--- config.mk ---
export PLATFORM = sky130hd
export DESIGN_NAME = bpi_setup
export DESIGN_NICKNAME = d
export VERILOG_FILES = /design/src/hdl/bpi_pkg.sv /design/src/hdl/bpi_setup.sv
export VERILOG_INCLUDE_DIRS = /design/src /design/src/hdl
export SDC_FILE = /design/constraint.sdc
export NUM_CORES = 1
export LEC_CHECK = 0
export ABC_AREA = 1
export BUFFER_PORTS_ARGS = -buffer_cell sky130_fd_sc_hd__buf_2
export CORE_AREA = 2 2 192 194
export CTS_BUF_LIST = sky130_fd_sc_hd__clkbuf_16
export CTS_CLUSTER_DIAMETER = 150
export DETAILED_ROUTE_END_ITERATION = 7
export DIE_AREA = 0 0 194 196
export PLACE_DENSITY = 0.69
export REMOVE_ABC_BUFFERS = 1
export SLEW_MARGIN = 10
export SYNTH_ARGS = -nofsm -noshare
export SYNTH_HDL_FRONTEND = slang
export SYNTH_SLANG_ARGS = --single-unit
--- constraint.sdc ---
create_clock -name clk -period 9.3 [get_ports clk]
set_clock_uncertainty 0.15 [all_clocks]
set_input_delay 0.93 -clock clk [delete_from_list [all_inputs] [get_ports clk]]
set_output_delay 0.93 -clock clk [all_outputs]
set_load 0.1 [all_outputs]
--- src/hdl/assert_macros.svh ---
// assert_macros.svh
// Concurrent assertion helpers used by the block partition index modules.
// No dependencies; expects clk and rst_n in the including module's scope.
`ifndef ASSERT_MACROS_SVH
`define ASSERT_MACROS_SVH
`ifndef SYNTH
`define BPI_ASSERT(name, prop, msg) \
    name: assert property (@(posedge clk) disable iff (!rst_n) (prop)) else $error(msg);
`define BPI_NEVER(name, cond, msg) \
    name: assert property (@(posedge clk) disable iff (!rst_n) !(cond)) else $error(msg);
`else
`define BPI_ASSERT(name, prop, msg)
`define BPI_NEVER(name, cond, msg)
`endif
`endif

--- src/hdl/bpi_pkg.sv ---
// bpi_pkg.sv
// Shared types and constants of the block partition index core.
// No dependencies.
package bpi_pkg;

    // Configuration register map
    localparam int CFG_ADDR_W = 1;
    localparam logic [CFG_ADDR_W-1:0] REG_TOTAL_ITEMS = 1'b0;
    localparam logic [CFG_ADDR_W-1:0] REG_BIN_COUNT   = 1'b1;

    // Setup sequencer: recomputes quotient, remainder and big-bin span
    typedef enum logic [1:0] {
        SET_IDLE,
        SET_LOAD,
        SET_DIV,
        SET_MUL
    } bpi_setup_state_t;

    // Per-query classification carried from front to back
    typedef struct packed {
        logic e_bad;    // element index not below total items, or bin count zero
        logic k_bad;    // bin number not below bin count
        logic sel_big;  // element lies in the larger bins
        logic own_ok;   // owner and offset are meaningful
        logic k_small;  // queried bin is one of the larger bins
    } bpi_flags_t;

endpackage

--- src/hdl/bpi_setup.sv ---
// bpi_setup.sv
// Configuration registers and the sequencer that derives b = N / M, r = N mod M
// and the big-bin span r * (b + 1). Depends on bpi_pkg and assert_macros.svh.
`include "assert_macros.svh"

module bpi_setup #(
    parameter int INDEX_WIDTH = 32
) (
    input  logic                            clk,
    input  logic                            rst_n,
    input  logic                            cfg_we,
    input  logic [bpi_pkg::CFG_ADDR_W-1:0]  cfg_addr,
    input  logic [INDEX_WIDTH-1:0]          cfg_wdata,
    output logic [INDEX_WIDTH-1:0]          total_items,
    output logic [INDEX_WIDTH-1:0]          bin_count,
    output logic [INDEX_WIDTH-1:0]          bin_base,
    output logic [INDEX_WIDTH-1:0]          bin_extra,
    output logic [INDEX_WIDTH-1:0]          big_span,
    output logic                            busy
);

    localparam int W     = INDEX_WIDTH;
    localparam int CNT_W = $clog2(W);
    localparam logic [CNT_W-1:0] LAST_STEP = CNT_W'(W - 1);

    bpi_pkg::bpi_setup_state_t state_reg, state_next;

    logic [W-1:0]     total_reg, total_next;
    logic [W-1:0]     count_reg, count_next;
    logic [W-1:0]     base_reg, base_next;
    logic [W-1:0]     extra_reg, extra_next;
    logic [W-1:0]     span_reg, span_next;
    logic [CNT_W-1:0] cnt_reg, cnt_next;
    logic [W-1:0]     wquo_reg, wquo_next;
    logic [W-1:0]     wrem_reg, wrem_next;
    logic [W-1:0]     mcand_reg, mcand_next;
    logic [W-1:0]     mplier_reg, mplier_next;
    logic [W-1:0]     acc_reg, acc_next;

    logic         do_load, do_div, do_mul;
    logic [W:0]   trial, trial_diff;
    logic         trial_ge;
    logic [W-1:0] div_quo, div_rem, mul_acc;

    // next state
    always_comb
    begin
        state_next = state_reg;
        unique case (state_reg)
            bpi_pkg::SET_IDLE: state_next = bpi_pkg::SET_IDLE;
            bpi_pkg::SET_LOAD: state_next = bpi_pkg::SET_DIV;
            bpi_pkg::SET_DIV:
            begin
                if (cnt_reg == '0)
                begin
                    state_next = bpi_pkg::SET_MUL;
                end
            end
            bpi_pkg::SET_MUL:
            begin
                if (cnt_reg == '0)
                begin
                    state_next = bpi_pkg::SET_IDLE;
                end
            end
        endcase
        if (cfg_we)
        begin
            state_next = bpi_pkg::SET_LOAD;
        end
    end

    // state outputs
    always_comb
    begin
        do_load = 1'b0;
        do_div  = 1'b0;
        do_mul  = 1'b0;
        unique case (state_reg)
            bpi_pkg::SET_IDLE: do_load = 1'b0;
            bpi_pkg::SET_LOAD: do_load = 1'b1;
            bpi_pkg::SET_DIV:  do_div  = 1'b1;
            bpi_pkg::SET_MUL:  do_mul  = 1'b1;
        endcase
    end

    // restoring divide step and shift-add multiply step
    always_comb
    begin
        trial      = {wrem_reg, wquo_reg[W-1]};
        trial_diff = trial - {1'b0, count_reg};
        trial_ge   = (trial >= {1'b0, count_reg});
        div_rem    = trial_ge ? trial_diff[W-1:0] : trial[W-1:0];
        div_quo    = {wquo_reg[W-2:0], trial_ge};
        mul_acc    = acc_reg + (mplier_reg[0] ? mcand_reg : '0);
    end

    always_comb
    begin
        total_next  = total_reg;
        count_next  = count_reg;
        base_next   = base_reg;
        extra_next  = extra_reg;
        span_next   = span_reg;
        cnt_next    = cnt_reg;
        wquo_next   = wquo_reg;
        wrem_next   = wrem_reg;
        mcand_next  = mcand_reg;
        mplier_next = mplier_reg;
        acc_next    = acc_reg;

        if (cfg_we)
        begin
            unique case (cfg_addr)
                bpi_pkg::REG_TOTAL_ITEMS: total_next = cfg_wdata;
                bpi_pkg::REG_BIN_COUNT:   count_next = cfg_wdata;
            endcase
        end

        if (do_load)
        begin
            wquo_next = total_reg;
            wrem_next = '0;
            cnt_next  = LAST_STEP;
        end

        if (do_div)
        begin
            wquo_next = div_quo;
            wrem_next = div_rem;
            cnt_next  = cnt_reg - 1'b1;
            if (cnt_reg == '0)
            begin
                base_next   = div_quo;
                extra_next  = div_rem;
                mcand_next  = div_quo + 1'b1;
                mplier_next = div_rem;
                acc_next    = '0;
                cnt_next    = LAST_STEP;
            end
        end

        if (do_mul)
        begin
            acc_next    = mul_acc;
            mcand_next  = mcand_reg << 1;
            mplier_next = mplier_reg >> 1;
            cnt_next    = cnt_reg - 1'b1;
            if (cnt_reg == '0)
            begin
                span_next = mul_acc;
            end
        end
    end

    always_ff @(posedge clk or negedge rst_n)
    begin
        if (!rst_n)
        begin
            state_reg <= bpi_pkg::SET_IDLE;
            total_reg <= '0;
            count_reg <= {{(W-1){1'b0}}, 1'b1};
            base_reg  <= '0;
            extra_reg <= '0;
            span_reg  <= '0;
            cnt_reg   <= '0;
        end
        else
        begin
            state_reg <= state_next;
            total_reg <= total_next;
            count_reg <= count_next;
            base_reg  <= base_next;
            extra_reg <= extra_next;
            span_reg  <= span_next;
            cnt_reg   <= cnt_next;
        end
    end

    always_ff @(posedge clk)
    begin
        wquo_reg   <= wquo_next;
        wrem_reg   <= wrem_next;
        mcand_reg  <= mcand_next;
        mplier_reg <= mplier_next;
        acc_reg    <= acc_next;
    end

    assign total_items = total_reg;
    assign bin_count   = count_reg;
    assign bin_base    = base_reg;
    assign bin_extra   = extra_reg;
    assign big_span    = span_reg;
    assign busy        = (state_reg != bpi_pkg::SET_IDLE);

    `BPI_ASSERT(a_cfg_busy, cfg_we |=> busy, "config write did not start recompute")
    `BPI_ASSERT(a_span_bound, $fell(busy) && count_reg != '0 |-> span_reg <= total_reg, "big-bin span exceeds total items")

endmodule

* After elaboration in Yosys (flattened, before gate mapping)
Cells that the tools add are included.
** Word-level totals
- Bits in registers :: 327
- Bits of input ports :: 36
- Logic and storage cells :: 64
** Operators by class
- $add $sub $neg :: 4
- $lt $le $gt $ge :: 1
- Eq/ne operators :: 5
- Mux-type cells :: 26
- Bitwise logic cells :: 1
- Reduce and logical (&&, ||, !) cells :: 13
** Operators by type and width (number)
- 32-bit 2-to-1 mux :: 12
- 31-bit 2-to-1 mux :: 3
- 33-bit by 32-bit >= comparator with 1-bit output :: 1
- 32-bit by 1-bit adder with 32-bit output, second input constant :: 1
- 32-bit adder :: 1
- 32-bit subtractor :: 1
- 5-bit 2-to-1 mux :: 4
- 2-bit AND reduction :: 6
- 2-bit one-hot mux with 4 select lines :: 1
- 2-bit nonzero test :: 4
- 2-bit 2-to-1 mux :: 3
- 3-bit inequality test, second input constant :: 2
- 5-bit zero test :: 1
- 5-bit by 1-bit subtractor with 5-bit output, second input constant :: 1
- 2-bit equality test, second input constant :: 2
- 1-bit 2-to-1 mux :: 3
- 3-bit nonzero test :: 1
- 2-bit by 1-bit equality test with 1-bit output, second input constant :: 1
- 2-bit zero test :: 1
- 1-bit NOT :: 1

* Longest topological paths before layout
- Word-level depth :: 5
- Gate-level depth with buffers :: 26

* Worst setup path after synthesis
OpenSTA, ideal clock, no wires.
- Kind :: register -> register
- Start point :: register cnt_reg[0]
- End point :: register acc_reg[0], enable pin
- Library setup time :: 0.456 ns
- Arrival :: 3.613 ns
- Required time :: 8.694 ns
- Setup slack :: 5.081 ns
- Stages on the path, launching flop included :: 11
- Buffers on the path :: 2
- Cells stage by stage :: dfrtp_1 > inv_1 > ha_1 > inv_1 > nor4_2 > inv_2 > nor2_1 > inv_1 > clkbuf_1 > buf_2 > nand2_1
** On the way
- Word-level cells in the longest chain between the ends :: 3
** Ends and longest elaborated chain
- start: declaration :: RTL line bpi_setup.sv:33 : logic [CNT_W-1:0] cnt_reg, cnt_next;
- start signal: assignment :: RTL line bpi_setup.sv:176 : cnt_reg <= cnt_next;
- 5-bit zero test :: RTL line bpi_setup.sv:132 : if (cnt_reg == '0)
- 2-bit nonzero test (no line)
- 2-bit AND reduction (no line)
- end signal: assignment :: RTL line bpi_setup.sv:186 : acc_reg <= acc_next;
- end: declaration :: RTL line bpi_setup.sv:38 : logic [W-1:0] acc_reg, acc_next;
No other way between the ends.
A chain may end at the register's enable or synchronous reset.

* Worst setup path after layout
- Start point :: register count_reg[23] (netlist: bin_count[23])
- End point :: register mcand_reg[28], data pin
** On the way
- Word-level cells in the longest chain between the ends :: 5
** Ends and longest elaborated chain
- start: declaration :: RTL line bpi_setup.sv:29 : logic [W-1:0] count_reg, count_next;
- start signal: assignment :: RTL line bpi_setup.sv:162 : count_reg <= {{(W-1){1'b0}}, 1'b1};
- start signal: assignment :: RTL line bpi_setup.sv:172 : count_reg <= count_next;
- 33-bit by 32-bit >= comparator with 1-bit output :: RTL line bpi_setup.sv:92 : trial_ge = (trial >= {1'b0, count_reg});
- 32-bit by 1-bit adder with 32-bit output :: RTL line bpi_setup.sv:136 : mcand_next = div_quo + 1'b1;
- 32-bit 2-to-1 mux :: RTL line bpi_setup.sv:132
- 32-bit 2-to-1 mux :: RTL line bpi_setup.sv:127 : if (do_div)
- 32-bit 2-to-1 mux :: RTL line bpi_setup.sv:143 : if (do_mul)
- net mcand_next[28] :: RTL line bpi_setup.sv:36 : logic [W-1:0] mcand_reg, mcand_next;
- end signal: assignment :: RTL line bpi_setup.sv:184 : mcand_reg <= mcand_next;
- end: declaration :: RTL line bpi_setup.sv:36
The timed path passes the listed nets, and every way through them passes these cells. The select of a mux whose other input is x is not followed.

==> results.py <==
metrics = {
    "clocking": {
        "cts_made_buffers": 37,
        "worstSkewPairLatency_ns": 0.56,
        "ctsHoldBuffers": 0,
        "cts_tree": "built",
        "cts_setup_buffers": 0,
        "clkTransAtPathRegs_ns": 0.06,
        "htreeDepth": 2,
        "root_buffer": "clkbuf_16",
        "cts_sinks": 327,
        "cts_resized": 0,
        "clk_path_buf_depth": 3,
    },
    "sta": {
        "rsz0062_at_grt": "false",
        "period_share_pct": 43.7,
        "final.min_clock_period_ns": 4.07,
        "worstMarginPinSlew_ns": 1.12,
        "relSlewSlack_pct": 25.2,
        "tns_ns": 0,
        "fmax_ghz": 0.246,
        "setup_violations": 0,
        "maxSlewViolCount": 0,
        "finalHoldViolations": 0,
    },
    "place": {
        "io_buffer_count": 196,
        "place_congestion": 0.943,
        "dp_hpwl_um": 36900,
        "placed_area_sq_um": 19000,
    },
    "power_and_ir_drop": {
        "finalPower_mw": 5.65,
        "power_switching_mw": 2.34,
        "p_comb_share_pct": 38.2,
        "peakVddDrop_mv": 0.175,
        "swShare_pct": 41.4,
        "p_leak_nw": 9.64,
        "p_clk_share_pct": 27.1,
        "pwr-share-seq_pct": 34.6,
        "powerDensity_nw_per_um2": 279,
        "p_int_mw": 3.31,
    },
    "synthesis": {
        "synth_cell_type_count": 52,
        "synth-seq-cells": 327,
        "yosys_warnings": 0,
        "netlist_area_sq_um": 17700,
        "syn_avg_cell_area_sq_um": 8.39,
        "synthCells": 2109,
        "ys_seq_area_share_pct": 50.7,
    },
    "worst_setup_path": {
        "path_cells": "inv_1 > ha_1 > nand2_1 > nor2_1 > nand2_1 > nor2_1 > nand3_1 > nand3_2 > nor2_4 > nand2_8 > ha_1 > nand2_1 > nor2_1 > nand2_1 > nor3_2 > nand2_1 > inv_2 > nand3_2 > nor2_4 > nand3_1 > o21ai_0 > o21ai_1",
        "worstPathRequired_ns": 9.43,
        "slowest_stage": "dfrtp_1",
        "r2r_start": "bin_count[23]",
        "worstPathArrival_ns": 4.20,
        "path_buf_inv": 2,
        "cp-start-kind": "register",
        "startpoint": "bin_count[23]",
        "critPathKind": "register to register",
        "cpMostUsedCell": "nand2_1",
        "critPathMaxStageDelay_ns": 0.38,
        "critical_path.top_delay_family": "simple AND/OR/NAND/NOR gates",
        "worst-path-max-fanout": 81,
        "end_kind": "register",
    },
    "routing": {
        "drc": 0,
        "vias": 14652,
        "routed_wl_um": 49300,
        "drt_iter0_markers": 888,
        "antenna_left": 0,
        "viasPerCell": 5.27,
        "drtPass1Iterations": 5,
        "wire_per_inst_um": 17.7,
    },
    "cells_and_area": {
        "final_common_cell": "nand2_1",
        "drive_above_1_share_pct": 13.6,
        "num_antenna_cells": 0,
        "stdcell_area_sq_um": 20300,
        "layout_common_cells": "563 x nand2_1, 252 x o21ai_0, 247 x inv_1",
        "fill_cells": 3348,
        "nNetsFinal": 2387,
        "syn2layout_area_growth_pct": 14.7,
    },
    "job": {
        "drv_cap": 0,
    },
    "global_routing": {
        "grt_pass1_wl_um": 78500,
        "grt_pass1_vias": 14656,
        "grt_start_max_net_pins": 124,
        "antenna_found_initial": 0,
        "grt.total_usage_pct": 26.0,
        "gr-total-overflow": 0,
    },
    "floorplan": {
        "rows": 70,
        "start_util_pct": 49.0,
        "boundaryPins": 197,
        "die_area_sq_um": 38000,
        "die_y_um": 196,
        "die_w_um": 194,
        "coreArea_sq_um": 36100,
    },
    "outcome": {
        "outcome": "completed",
    },
    "worst_hold_path": {
        "hold_path.class": "input pin to asynchronous set/reset pin",
    },
}
[power groups by stage]
stage	Combinational (mW)	Clock (mW)	Sequential [mW]
after detailed placement	2.15	0	1.98
after global placement	2.15	0	1.97
final	2.16	1.53	1.96
after global routing	2.40	1.62	1.98
after CTS	2.17	1.56	1.96
after floorplan	1.27	0	2.25
[kinds of logic after synthesis]
| kind of cell | share of synthesized area, % |
|---|---|
| DFF | 50.7 |
| buffers and inverters | 7.33 |
| and+or+nand+nor | 21.5 |
| adders and majority gates | 5.04 |
| AOI/OAI and AO/OA | 12.7 |
| xor gates and xnor gates | 2.72 |
[worst reg2reg max path, stage by stage, from the launching register on]
cell and delay (ns):
dfrtp_1 0.38, inv_1 0.06, ha_1 0.35, nand2_1 0.14
nor2_1 0.23, nand2_1 0.09, nor2_1 0.12, nand3_1 0.09
nand3_2 0.10, nor2_4 0.05, nand2_8 0.37, ha_1 0.27
nand2_1 0.09, nor2_1 0.19, nand2_1 0.12, nor3_2 0.18
nand2_1 0.14, inv_2 0.07, nand3_2 0.12, nor2_4 0.16
nand3_1 0.08, o21ai_0 0.16, o21ai_1 0.08
[cell usage after synthesis (all sizes together)]
| cell | n | area (sq um) |
|---|---|---|
| fa | 2 | 40.0 |
| dfxtp | 2 | 40.0 |
| clkinv | 4 | 15.0 |
| nand3 | 83 | 453 |
| nor4 | 8 | 62.6 |
| nand3b | 5 | 37.5 |
| xor2 | 26 | 228 |
| a211oi | 1 | 7.51 |
| nand4 | 19 | 119 |
| ha | 68 | 851 |
| nor2 | 171 | 667 |
| inv | 253 | 950 |
| a31oi | 3 | 18.8 |
| o311ai | 1 | 8.76 |
| nor3 | 29 | 160 |
| a21oi | 83 | 419 |
| o21ai | 297 | 1490 |
| o31ai | 2 | 15.0 |
| xnor2 | 29 | 254 |
| buf | 13 | 110 |
| edfxtp | 158 | 4740 |
| dfrtp | 166 | 4150 |
| o211ai | 5 | 37.5 |
| a21o | 3 | 22.5 |
| a32o | 7 | 70.1 |
| a21boi | 5 | 41.3 |
| o221a | 1 | 11.3 |
| or2 | 18 | 113 |
| dfstp | 1 | 26.3 |
| o21bai | 13 | 101 |
| clkbuf | 59 | 221 |
| nand2 | 572 | 2180 |
| a22o | 1 | 8.76 |
| nor3b | 1 | 12.5 |
[final cells by class]
type / count / area, sq um / share of cell area [%]
Clock buffer: 39 / 976 / 4.81
Clock inverter: 29 / 293 / 1.44
Inverter: 257 / 966 / 4.76
Multi-Input combinational cell: 1453 / 7440 / 36.7
Sequential cell: 327 / 8960 / 44.2
Tap cell: 468 / 586 / 2.89
Timing Repair Buffer: 205 / 1050 / 5.20
[worst paths after layout]
check	end	slack [ns]	cells after the start
min in group clk	big_span[0]	0.32	2
max in group asynchronous	total_items[25]	7.22	2
max reg2reg	mcand_reg[28]	5.23	22
max	mcand_reg[28]	5.23	22
min	big_span[3]	0.32	1
min reg2reg	big_span[0]	0.32	2
[layer usage]
| metal | share of wire (%) | up-vias | global-route usage, % |
|---|---|---|---|
| met3 | 4.1 | 120 | 3.51 |
| met5 | 0 | - | 0 |
| met4 | 4.3 | 0 | 11.6 |
| met1 | 43 | 6867 | 32.9 |
| li1 | - | 7286 | - |
| met2 | 49 | 379 | 44.6 |
[per-stage QoR]
step	instances	utilization (%)	worst slack, ns	hold WS (ns)
2_1_floorplan	2037	-	2.42	0.303
3_3_place_gp	2710	52.7	5.28	0.310
3_5_place_dp	2710	52.7	5.25	0.308
4_1_cts	2778	56.2	5.21	0.322
5_1_grt	2778	56.2	4.74	0.352
6_report	2778	56.2	5.23	0.318
Note: power is estimated with default switching activity, not from simulation.
