<file path="src/hdl/assert_macros.svh">
// assert_macros.svh
// Concurrent assertion helpers used by the block partition index modules.
// No dependencies; expects clk and rst_n in the including module's scope.
`ifndef ASSERT_MACROS_SVH
`define ASSERT_MACROS_SVH
`ifndef SYNTH
`define BPI_ASSERT(name, prop, msg) \
    name: assert property (@(posedge clk) disable iff (!rst_n) (prop)) else $error(msg);
`define BPI_NEVER(name, cond, msg) \
    name: assert property (@(posedge clk) disable iff (!rst_n) !(cond)) else $error(msg);
`else
`define BPI_ASSERT(name, prop, msg)
`define BPI_NEVER(name, cond, msg)
`endif
`endif

</file>
<file path="src/hdl/bpi_pkg.sv">
// bpi_pkg.sv
// Shared types and constants of the block partition index core.
// No dependencies.
package bpi_pkg;

    // Configuration register map
    localparam int CFG_ADDR_W = 1;
    localparam logic [CFG_ADDR_W-1:0] REG_TOTAL_ITEMS = 1'b0;
    localparam logic [CFG_ADDR_W-1:0] REG_BIN_COUNT   = 1'b1;

    // Setup sequencer: recomputes quotient, remainder and big-bin span
    typedef enum logic [1:0] {
        SET_IDLE,
        SET_LOAD,
        SET_DIV,
        SET_MUL
    } bpi_setup_state_t;

    // Per-query classification carried from front to back
    typedef struct packed {
        logic e_bad;    // element index not below total items, or bin count zero
        logic k_bad;    // bin number not below bin count
        logic sel_big;  // element lies in the larger bins
        logic own_ok;   // owner and offset are meaningful
        logic k_small;  // queried bin is one of the larger bins
    } bpi_flags_t;

endpackage

</file>
<file path="src/hdl/bpi_queue.sv">
// bpi_queue.sv
// Small register FIFO between the query front end and the divider pipeline.
// Depends on assert_macros.svh. DEPTH must be a power of two.
`include "assert_macros.svh"

module bpi_queue #(
    parameter int WIDTH = 8,
    parameter int DEPTH = 4
) (
    input  logic             clk,
    input  logic             rst_n,
    input  logic             push,
    input  logic [WIDTH-1:0] push_data,
    output logic             full,
    input  logic             pop,
    output logic [WIDTH-1:0] pop_data,
    output logic             empty
);

    localparam int PTR_W = $clog2(DEPTH);
    localparam int CNT_W = $clog2(DEPTH + 1);

    logic [WIDTH-1:0] mem_reg [DEPTH];
    logic [PTR_W-1:0] wr_ptr_reg, wr_ptr_next;
    logic [PTR_W-1:0] rd_ptr_reg, rd_ptr_next;
    logic [CNT_W-1:0] count_reg, count_next;

    assign full     = (count_reg == CNT_W'(DEPTH));
    assign empty    = (count_reg == '0);
    assign pop_data = mem_reg[rd_ptr_reg];

    always_comb
    begin
        wr_ptr_next = push ? wr_ptr_reg + 1'b1 : wr_ptr_reg;
        rd_ptr_next = pop ? rd_ptr_reg + 1'b1 : rd_ptr_reg;
        count_next  = count_reg;
        if (push && !pop)
        begin
            count_next = count_reg + 1'b1;
        end
        else if (pop && !push)
        begin
            count_next = count_reg - 1'b1;
        end
    end

    always_ff @(posedge clk or negedge rst_n)
    begin
        if (!rst_n)
        begin
            wr_ptr_reg <= '0;
            rd_ptr_reg <= '0;
            count_reg  <= '0;
        end
        else
        begin
            wr_ptr_reg <= wr_ptr_next;
            rd_ptr_reg <= rd_ptr_next;
            count_reg  <= count_next;
        end
    end

    always_ff @(posedge clk)
    begin
        if (push)
        begin
            mem_reg[wr_ptr_reg] <= push_data;
        end
    end

    `BPI_NEVER(a_push_full, push && full, "queue written while full")
    `BPI_NEVER(a_pop_empty, pop && empty, "queue read while empty")

endmodule

</file>
<file path="src/hdl/bpi_front.sv">
// bpi_front.sv
// Query front end: range checks, big/small bin selection, then the queue.
// Depends on bpi_pkg and bpi_queue.
module bpi_front #(
    parameter int INDEX_WIDTH = 32,
    parameter int QUEUE_DEPTH = 4
) (
    input  logic                    clk,
    input  logic                    rst_n,
    input  logic                    s_tvalid,
    output logic                    s_tready,
    input  logic [INDEX_WIDTH-1:0]  element_index,
    input  logic [INDEX_WIDTH-1:0]  bin_number,
    input  logic [INDEX_WIDTH-1:0]  total_items,
    input  logic [INDEX_WIDTH-1:0]  bin_count,
    input  logic [INDEX_WIDTH-1:0]  bin_base,
    input  logic [INDEX_WIDTH-1:0]  bin_extra,
    input  logic [INDEX_WIDTH-1:0]  big_span,
    input  logic                    setup_busy,
    input  logic                    q_pop,
    output logic                    q_valid,
    output bpi_pkg::bpi_flags_t     q_flags,
    output logic [INDEX_WIDTH-1:0]  q_dividend,
    output logic [INDEX_WIDTH-1:0]  q_bin,
    output logic [INDEX_WIDTH-1:0]  q_start_add
);

    localparam int W      = INDEX_WIDTH;
    localparam int WORD_W = $bits(bpi_pkg::bpi_flags_t) + 3 * W;

    bpi_pkg::bpi_flags_t flags;
    logic [W-1:0]        dividend, start_add;
    logic [WORD_W-1:0]   push_word, pop_word;
    logic                push, full, empty;
    logic                no_bins;

    always_comb
    begin
        no_bins       = (bin_count == '0);
        flags.e_bad   = no_bins || (element_index >= total_items);
        flags.k_bad   = no_bins || (bin_number >= bin_count);
        flags.sel_big = (element_index < big_span);
        flags.own_ok  = !flags.e_bad && (flags.sel_big || (bin_base != '0));
        flags.k_small = (bin_number < bin_extra);
        dividend      = flags.sel_big ? element_index : element_index - big_span;
        // start = k * b + min(k, r); the min term rides along as the accumulator seed
        start_add     = flags.k_small ? bin_number : bin_extra;
    end

    assign s_tready  = !setup_busy && !full;
    assign push      = s_tvalid && s_tready;
    assign push_word = {flags, dividend, bin_number, start_add};
    assign q_valid   = !empty;
    assign {q_flags, q_dividend, q_bin, q_start_add} = pop_word;

    bpi_queue #(
        .WIDTH (WORD_W),
        .DEPTH (QUEUE_DEPTH)
    ) u_queue (
        .clk       (clk),
        .rst_n     (rst_n),
        .push      (push),
        .push_data (push_word),
        .full      (full),
        .pop       (q_pop),
        .pop_data  (pop_word),
        .empty     (empty)
    );

endmodule

</file>
<file path="config.mk">
export PLATFORM = sky130hd
export DESIGN_NAME = bpi_front
export DESIGN_NICKNAME = d
export VERILOG_FILES = /design/src/hdl/bpi_pkg.sv /design/src/hdl/bpi_queue.sv /design/src/hdl/bpi_front.sv
export VERILOG_INCLUDE_DIRS = /design/src /design/src/hdl
export SDC_FILE = /design/constraint.sdc
export NUM_CORES = 1
export LEC_CHECK = 0
export ABC_AREA = 1
export BUFFER_PORTS_ARGS = -buffer_cell sky130_fd_sc_hd__buf_2
export CORE_MARGIN = 4
export CORE_UTILIZATION = 30
export CTS_CLUSTER_DIAMETER = 100
export DETAILED_ROUTE_END_ITERATION = 8
export GPL_TIMING_DRIVEN = 0
export SETUP_SLACK_MARGIN = 0.1
export SLEW_MARGIN = 20
export SYNTH_ARGS = -nofsm -noshare
export SYNTH_HDL_FRONTEND = slang
export SYNTH_HIERARCHICAL = 1
export SYNTH_SLANG_ARGS = --single-unit
</file>
<file path="constraint.sdc">
create_clock -name clk -period 4.4 [get_ports clk]
set_clock_uncertainty 0.2 [all_clocks]
set_input_delay 0.22 -clock clk [delete_from_list [all_inputs] [get_ports clk]]
set_output_delay 0.22 -clock clk [all_outputs]
set_load 0.01 [all_outputs]
</file>
# Word-level counts from Yosys, hierarchy flattened
# Memories as Yosys holds them, arrays and structs flattened.
# Cells that the tools add are included.
word_totals:
  reg_bits: 7
  ramBits: 404
  in_bits: 229
  out_inout_bits: 103
  wordCells: 38
  mem_count: 1
mem_list:
  columns: ["name", "depth", "word_bits", "read_ports", "rd_ports_with_merged_regs", "wr", "line", "text"]
  rows:
  - ["u_queue.mem_reg", 4, 101, 1, 0, 1, "bpi_queue.sv:23", "logic [WIDTH-1:0] mem_reg [DEPTH];"]
classes:
  n_addsub: 5
  n_lt_le_gt_ge: 4
  n_eq_ne: 1
  mux: 6
  reduce_logical: 18
ops:
  columns: ["cell", "count"]
  rows:
  - ["32-bit greater-or-equal comparator", 2]
  - ["32-bit < comparator", 2]
  - ["32-bit 2-to-1 mux", 2]
  - ["32-bit zero test", 1]
  - ["32-bit nonzero test", 1]
  - ["32-bit subtractor", 1]
  - ["1-bit zero test", 6]
  - ["3-bit 2-to-1 mux", 2]
  - ["1-bit logical AND", 5]
  - ["2-bit by 1-bit adder with 2-bit output, second input constant", 2]
  - ["3-bit by 1-bit adder with 3-bit output, second input constant", 1]
  - ["3-bit equality test, second input constant", 1]
  - ["3-bit zero test", 1]
  - ["1-bit logical OR", 3]
  - ["3-bit by 1-bit subtractor with 3-bit output, second input constant", 1]
  - ["1-bit 2-to-1 mux", 2]
  - ["2-bit nonzero test", 1]

# Depth between registers and ports, before layout
# Gate-level depths: netlist of the first run.
logic_depth:
  depth_word: 8
  depth_mapped: 16
  mapped_depth_nobuf: 15

# Modules after synthesis
# The synthesis of the first run kept the hierarchy.
by_module_without_submodules:
  columns: ["module", "n_inst", "cells_each", "area_per_inst_um2", "seq_area_each_um2"]
  rows:
  - ["bpi_queue", 1, 1226, 16439.5, 12306.8]
  - ["bpi_front", 1, 1156, 6163.4, 0.0]

# Least setup slack after synthesis of the first run
# Ideal clock, no wire load.
synth_path:
  path_type: "reg2reg"
  from: "reg u_queue.count_reg[0]"
  to: "mem u_queue/mem_reg[0][0] (netlist bit), enable pin"
  arrival_time_ps: 3024
  t_required_ps: 3745
  path_slack_ps: 721
  stages_incl_launch_ff: 6
  n_path_buf: 1
  synth_period_minus_slack_ps: 3679
  cell_sequence: "dfrtp_1 > nor3_1 > nor3b_1 > clkbuf_1 > nand2_1 > inv_1"
synth_between:
  elab_chain_cells: 6
synth_lines:
  columns: ["item", "line", "text"]
  rows:
  - ["start, declared", "bpi_queue.sv:26", "logic [CNT_W-1:0] count_reg, count_next;"]
  - ["start signal, assigned", "bpi_queue.sv:59", "count_reg <= count_next;"]
  - ["3-bit equality test", "bpi_queue.sv:28", "assign full = (count_reg == CNT_W'(DEPTH));"]
  - ["named net full", "bpi_front.sv:34", "logic push, full, empty;"]
  - ["1-bit zero test", "bpi_front.sv:50", "assign s_tready = !setup_busy && !full;"]
  - ["1-bit logical AND", "bpi_front.sv:50", null]
  - ["1-bit logical AND", "bpi_front.sv:51", "assign push = s_tvalid && s_tready;"]
  - ["named net push", "bpi_front.sv:34", null]
  - ["1-bit 2-to-1 mux", "bpi_queue.sv:65", "if (push)"]
  - ["1-bit 2-to-1 mux (not written as such)", "bpi_queue.sv:67", "mem_reg[wr_ptr_reg] <= push_data;"]
  - ["end, declared", "bpi_queue.sv:23", null]
# The timed path passes the listed nets, and every way through them passes these cells.

# Worst setup path after layout of the first run
layout_path:
  from: "in bin_number[5]"
  to: "mem u_queue/mem_reg[3][6] (netlist bit), data pin"
layout_between:
  elab_chain_cells: 2
layout_lines:
  columns: ["item", "line", "text"]
  rows:
  - ["start, declared", "bpi_front.sv:13", "input logic [INDEX_WIDTH-1:0] bin_number,"]
  - ["32-bit < comparator", "bpi_front.sv:44", "flags.k_small = (bin_number < bin_extra);"]
  - ["32-bit 2-to-1 mux", "bpi_front.sv:47", "start_add = flags.k_small ? bin_number : bin_extra;"]
  - ["named net start_add[6]", "bpi_front.sv:32", "logic [W-1:0] dividend, start_add;"]
# The timed path passes the listed nets, and every way through them passes these cells.

==> results of run 1 <==
## power by group
| part | switching (W) | leakage [nW] | total, W | internal (W) |
|---|---|---|---|---|
| Combinational | 0.00391 | 8.47 | 0.00587 | 0.00196 |
| Sequential | 0.000109 | 3.76 | 0.00497 | 0.00486 |
| Clock | 0.00151 | 0.686 | 0.00362 | 0.00211 |
## cell usage in the layout, fill, tap and decap left out, drive strengths merged, types with 2 or more instances in the layout
master	n
a21oi	61
buf	410
bufinv	4
clkbuf	62
clkinv	19
clkinvlp	2
dfrtp	7
diode	2
dlygate4sd3	106
edfxtp	404
fa	2
ha	132
inv	475
nand2	743
nand3	78
nand3b	9
nand4	12
nor2	82
nor3	16
nor4	11
o211ai	203
o21a	3
o21ai	34
o21bai	2
xnor2	14
xor2	5
## final cells by class
cell class	instances	area (um2)	area share, %
antenna	2	5.00	0.0178
inverter	476	1810	6.45
clock inverter	24	254	0.905
timing repair buffer	441	2830	10.1
sequential	411	12300	43.8
tap	969	1210	4.32
multi-input combinational	1412	7920	28.2
clock buffer	54	1160	4.13
buffer	83	589	2.10
## cells by family (layout without fill, tap and decap cells)
group,Yosys count,in the layout,share of synthesized area [%]
flip-flops,411,411,54.4
AND/OR/NAND/NOR,954,954,17.4
AO/OA/AOI/OAI,305,305,9.42
buffers and inverters,559,1078,10.5
XOR/XNOR,19,19,0.736
other,0,2,0
adder cells (fa/ha/maj),134,134,7.48
## per-stage QoR
stage / power [W] / cell area (um2) / hold slack [ns] / TNS, ns
2_1_floorplan: 0.00839 / 22600 / -0.276 / 0
3_3_place_gp: 0.0109 / 25500 / -0.113 / -567.37
3_5_place_dp: 0.0110 / 25600 / -0.111 / 0
4_1_cts: 0.0147 / 28100 / 0.0773 / 0
5_1_grt: 0.0153 / 28100 / 0.116 / 0
6_report: 0.0145 / 28100 / 0.129 / 0
## worst max-delay path, cell delays in order
cell,delay [ns]
dlygate4sd3_1,0.53
buf_2,0.21
ha_1,0.34
a21oi_1,0.13
nor2_1,0.05
nor3_1,0.12
nand2_1,0.08
nand2_1,0.07
nand2_1,0.15
nand2_1,0.30
nand2_1,0.32
buf_4,0.29
nand2_1,0.07
nand2_1,0.04
dlygate4sd3_1,0.60
## routing by layer
layer  track usage [%]  routed length (um)  up-vias
met2              30.6               34500      515
met5                 0                   0        -
met3              2.08                3430      103
met4              4.67                1900        0
met1              20.9               28800     8237
li1                  -                   -     8832
## worst paths after layout
path / startpoint / to / depth (start not counted)
setup / recovery: bin_number[5] / u_queue/mem_reg[3][6] / 15
hold / removal: s_tvalid / u_queue/wr_ptr_reg[1] / 5
setup reg to reg: u_queue/count_reg[0] / u_queue/mem_reg[0][26] / 6
hold reg to reg: u_queue/count_reg[2] / u_queue/count_reg[2] / 2
max in group asynchronous: rst_n / u_queue/count_reg[0] / 3
min in group asynchronous: rst_n / u_queue/rd_ptr_reg[0] / 3
==> results by group, run 1 <==
Outcome
  • Status: finished, final reports clean

Drt
  • DRC: 0
  • Antenna-violating nets left: 0
  • WL per Instance: 17.7 um
  • Initial DRC count: roughly 1,100
  • Vias per inst: 4.57
  • DRT Pass-1 Iters: 5
  • Final WL: 68.6 mm
  • Vias: around 18,000

Worst setup path
  • R2r setup slk: 1.44 ns
  • Crit path required time: 4.51 ns
  • WP data arrival: 3.55 ns
  • Crit path max fanout: 10
  • Critical Path Start Type: input pin
  • Crit. End Element: register
  • CP Class: input pin to register

Worst hold path
  • HP Class: input pin to register

Synthesis
  • Synthesized area per cell: 9.49 um2
  • Mapped Cells: 2,382
  • Post-synth EDFFs: 404
  • Cell variety after synth: 40
  • Mapped Area: 22,600 um2
  • Commonest register cell after synthesis: edfxtp_1
  • Sequential-to-total area share from yosys stat: between 50 and 60%
  • Post-synthesis async set-or-reset flop share: about 1.7%
  • Mapped Nets: 2,745
  • Commonest cells in the netlist: nand2_1 (723), inv_1 (469), edfxtp_1 (404)
  • FF+latch count, synth: 411
  • Share of the synthesized area in the top cell type: 53.7%
  • Ys Warns: 6
  • Post-synthesis cell type with the largest combined area: edfxtp_1
  • Synth area leaders: edfxtp_1 (54%), nand2_1 (12%), inv_1 (7.8%)
  • Most common cell in the netlist: nand2_1

Finish
  • # nets final: 3,232
  • Layout cell share with drive strength beyond 1: 18.5%
  • Synthesis-to-layout area growth: 24.2%
  • Filler cell count: 7,438
  • Final Util: around 38%
  • Max reg flops: between 400 and 500
  • Post-Layout Cell Count: 3,872

Clock tree
  • Clock sinks: a little over 400
  • CTS clock-pin slew for the worst setup and hold paths: approximately 0.060 ns
  • H-tree depth: 2
  • CTS resizes: 0
  • Clock tree root driver cell: clkbuf_16
  • CTS tree: done
  • Postcts setup bufs: 0
  • Hold-fix buffers, CTS: 106
  • Clock tree buffer depth: 3
  • Num CTS Buffers: 44
  • Skew-Pair Late Insertion Delay: 0.56 ns

STA
  • Final setup fails: 0
  • Pin slew with the least headroom to its limit: 0.691 ns
  • Setup ws final: 0.956 ns
  • Final hold vios: 0
  • Final Max Tran Viols: 0
  • Min Tclk post-route: 3.44 ns
  • Period utilisation layout: between 70% and 80%
  • Fmax: 0.290 GHz
  • Setup repair after global routing missed its margin: false
  • Worst relative slew slack: 53.9%

Die
  • Die area: 79,800 um2
  • DIE HEIGHT: 282 um
  • Die Width: 282 um
  • # IOs: 332
  • Starting Density: just over 30%
  • FP Rows: 100
  • Core area: 74,600 um2

Placement
  • Setup WS pre-CTS: 1.21 ns
  • HPWL after DPL: 50.8 mm
  • Placed cell count: 3,686
  • RD Place Congestion: 0.879
  • IO Port Bufs: 331

Global routing
  • Gr ovfl total: 0
  • Initial antenna violation count: 3
  • First-pass GRT wire length: 101 mm
  • Vias in the first global route: about 17,000
  • Largest net degree at the start of global routing: 61
  • GRT Total Usage: 16.8%

Pwr
  • Peak VDD IR: 0.000331 V
  • Leakage Power: 12.9 nW
  • Pwr Density: 515 nW/um2

Job
  • Max Cap Violations: 0
No activity file was read; power rests on OpenSTA's default activity.
==> run 2, diff against run 1 <==
==> constraint.sdc (replaced) <==
create_clock -name clk -period 3.1 [get_ports clk]
set_clock_uncertainty 0.2 [all_clocks]
set_input_delay 0.155 -clock clk [delete_from_list [all_inputs] [get_ports clk]]
set_output_delay 0.155 -clock clk [all_outputs]
set_load 0.01 [all_outputs]
==> run 2 against run 1 <==
  * Combinational power grew 44%
  * Die area unchanged
  * Cell area grew 1.1%
  * Non-clock buffer count grew 8
  * Utilization rose by 0.40 points
  * Global-route usage up 0.33 points
==> results by group, run 2 (synthesis results as in run 1) <==
Pwr
  • Clock network power share: about a quarter
  • Peak VDD IR: 0.000564 V
  • Final Total Pwr: 0.0209 W
  • Pwr Density: 738 nW/um2
  • Internal power: 0.0129 W
  • Sequential share of power: 33.7%
  • Total net switching power: 0.00802 W
  • Logic pwr share: between 40% and 50%
  • Sw Ratio: 38.3%
  • Leakage Power: 13.0 nW

Placement
  • IO Port Bufs: 331
  • RD Place Congestion: ~0.88
  • HPWL after DPL: 51.7 mm
  • Setup WS pre-CTS: -0.0462 ns
  • Placed cell count: 3,697

Worst setup path
  • Crit-path slowest cell: dfrtp_1
  • WP data arrival: 2.96 ns
  • Crit. End Element: register
  • Family with the most delay on the worst path: buffers and inverters
  • Crit path required time: about 3.2 ns
  • Crit path largest cell delay: 0.40 ns
  • Cell mode on critical path: buf_12
  • Crit path buffers/inverters: 6
  • CP cell instances: inv_1 -> nor3_2 -> nor3b_2 -> clkbuf_2 -> nand2_1 -> clkinvlp_4 -> buf_12 -> buf_12 -> buf_16
  • CP Class: register to register
  • Crit path max fanout: 22
  • Critical Path Start Type: register
  • R2R cell count: 9
  • Critical Path Stages: 9

Drt
  • Final WL: 70.1 mm
  • Met2 wire length: 35.1 mm
  • Vias: 17,900
  • Initial DRC count: 1,196
  • M1 WL: 29.3 mm
  • Uppermost layer routed: met4
  • DRC: 0
  • Met3 wire len: ~3.7 mm
  • WL per Instance: 18.1 um
  • Vias per inst: 4.59
  • DRT Pass-1 Iters: 5
  • Antenna-violating nets left: 0

Global routing
  • Gr ovfl total: 0
  • GRT Total Usage: 17.1%
  • Largest net degree at the start of global routing: 30
  • Vias in the first global route: 17,400
  • First-pass GRT wire length: 103 mm
  • Initial antenna violation count: 2

STA
  • Period utilisation layout: between 90 and 100%
  • Final setup fails: 0
  • Setup ws final: between 0.2 and 0.25 ns
  • Worst relative slew slack: a little over half
  • Fmax: 0.348 GHz
  • Pin slew with the least headroom to its limit: approximately 0.69 ns
  • Min Tclk post-route: 2.87 ns
  • Worst hold slack: 0.139 ns
  • Final Max Tran Viols: 0
  • Final hold vios: 0
  • Setup repair after global routing missed its margin: false

Finish
  • Synthesis-to-layout area growth: 25.6%
  • Filler cell count: approximately 7,400
  • Most frequent cells in the layout: nand2_1 (722), inv_1 (465), edfxtp_1 (404)
  • Most common cell after layout, fill and taps aside: nand2_1
  • Max reg flops: 404
  • # nets final: between 3,000 and 4,000
  • Post-Layout Cell Count: 3,886
  • Layout cell share with drive strength beyond 1: a little under a fifth

Die
  • Core area: 74,600 um2
  • Starting Density: 30.3%
  • Die area: 79,800 um2
  • # IOs: between 300 and 400
  • Die Width: 282 um
  • FP Rows: 100
  • DIE HEIGHT: 282 um

Clock tree
  • Skew-Pair Late Insertion Delay: 0.57 ns
  • CTS tree: done
  • Num CTS Buffers: 46
  • Clock tree root driver cell: clkbuf_16
  • Clock sinks: 411
  • Postcts setup bufs: 0
  • H-tree depth: 2
  • CTS clock-pin slew for the worst setup and hold paths: 0.06 ns
  • Clock tree buffer depth: 3

Worst hold path
  • WHS Path Cells: 5
  • HP Class: input pin to register

Outcome
  • Status: finished, final reports clean

Job
  • Max Cap Violations: 0
## run 2: cell count changes in the layout (fill, tap and decap cells not counted), moves of 2 or more
cell	change
inv_6	-4
dlygate4sd3_1	-3
clkbuf_16	+2
clkinv_4	+2
clkbuf_8	-2
clkinvlp_4	+4
buf_12	+12
## run 2: final timing paths
kind	start	to	slack, ns
hold / removal	big_span[16]	u_queue/mem_reg[0][80]	0.14
max in group asynchronous	rst_n	u_queue/rd_ptr_reg[1]	2.01
setup / recovery	u_queue/count_reg[2]	u_queue/mem_reg[2][23]	0.23
hold reg to reg	u_queue/count_reg[2]	u_queue/count_reg[2]	0.31
setup reg to reg	u_queue/count_reg[2]	u_queue/mem_reg[2][23]	0.23
min in group asynchronous	rst_n	u_queue/count_reg[2]	0.38
## run 2: area by class of cell
type / instances / area [um2] / area share, %
Multi-Input combinational cell: 1412 / 7940 / 28.0
Clock buffer: 56 / 1190 / 4.19
Antenna cell: 2 / 5.00 / 0.0176
Clock inverter: 28 / 325 / 1.15
Inverter: 476 / 1810 / 6.37
Buffer: 83 / 591 / 2.08
Tap cell: 969 / 1210 / 4.27
Sequential cell: 411 / 12300 / 43.4
Timing Repair Buffer: 449 / 3010 / 10.6
## run 2: metrics by stage
step / TNS, ns / cell area [um2] / utilization, %
after floorplan: 0 / 22600 / -
after global placement: -640.47 / 25500 / 34.2
after detailed placement: -1.48 / 25800 / 34.6
after CTS: 0 / 28400 / 38.0
after global routing: 0 / 28400 / 38.1
final: 0 / 28400 / 38.1
## run 2: what timing repair did
item,CTS,global route
gates resized for setup,1,2
hold endpoints to repair,398,0
setup endpoints to repair,99,76
hold buffers,103,0
## run 2: routing by layer
layer | vias to the layer above | GRT usage, %
met5 | - | 0
met3 | 100 | 2.15
met2 | 547 | 30.6
met1 | 8345 | 21.7
met4 | 0 | 5.17
li1 | 8863 | -
## run 2: tightest hold or removal path, delay by kind of cell
family | cells | cell delay (ns)
AO/OA/AOI/OAI | 1 | 0.17
XOR/XNOR | 1 | 0.11
adder cells (fa/ha/maj) | 1 | 0.22
buffers and inverters | 2 | 0.14
## run 2: power groups by stage
stage	Combinational, W	Sequential, W	Clock (W)
6_report	0.00845	0.00705	0.00544
5_1_grt	0.00926	0.00709	0.00581
4_1_cts	0.00862	0.00705	0.00559
3_5_place_dp	0.00849	0.00716	0
3_3_place_gp	0.00830	0.00722	0
2_1_floorplan	0.00474	0.00716	0
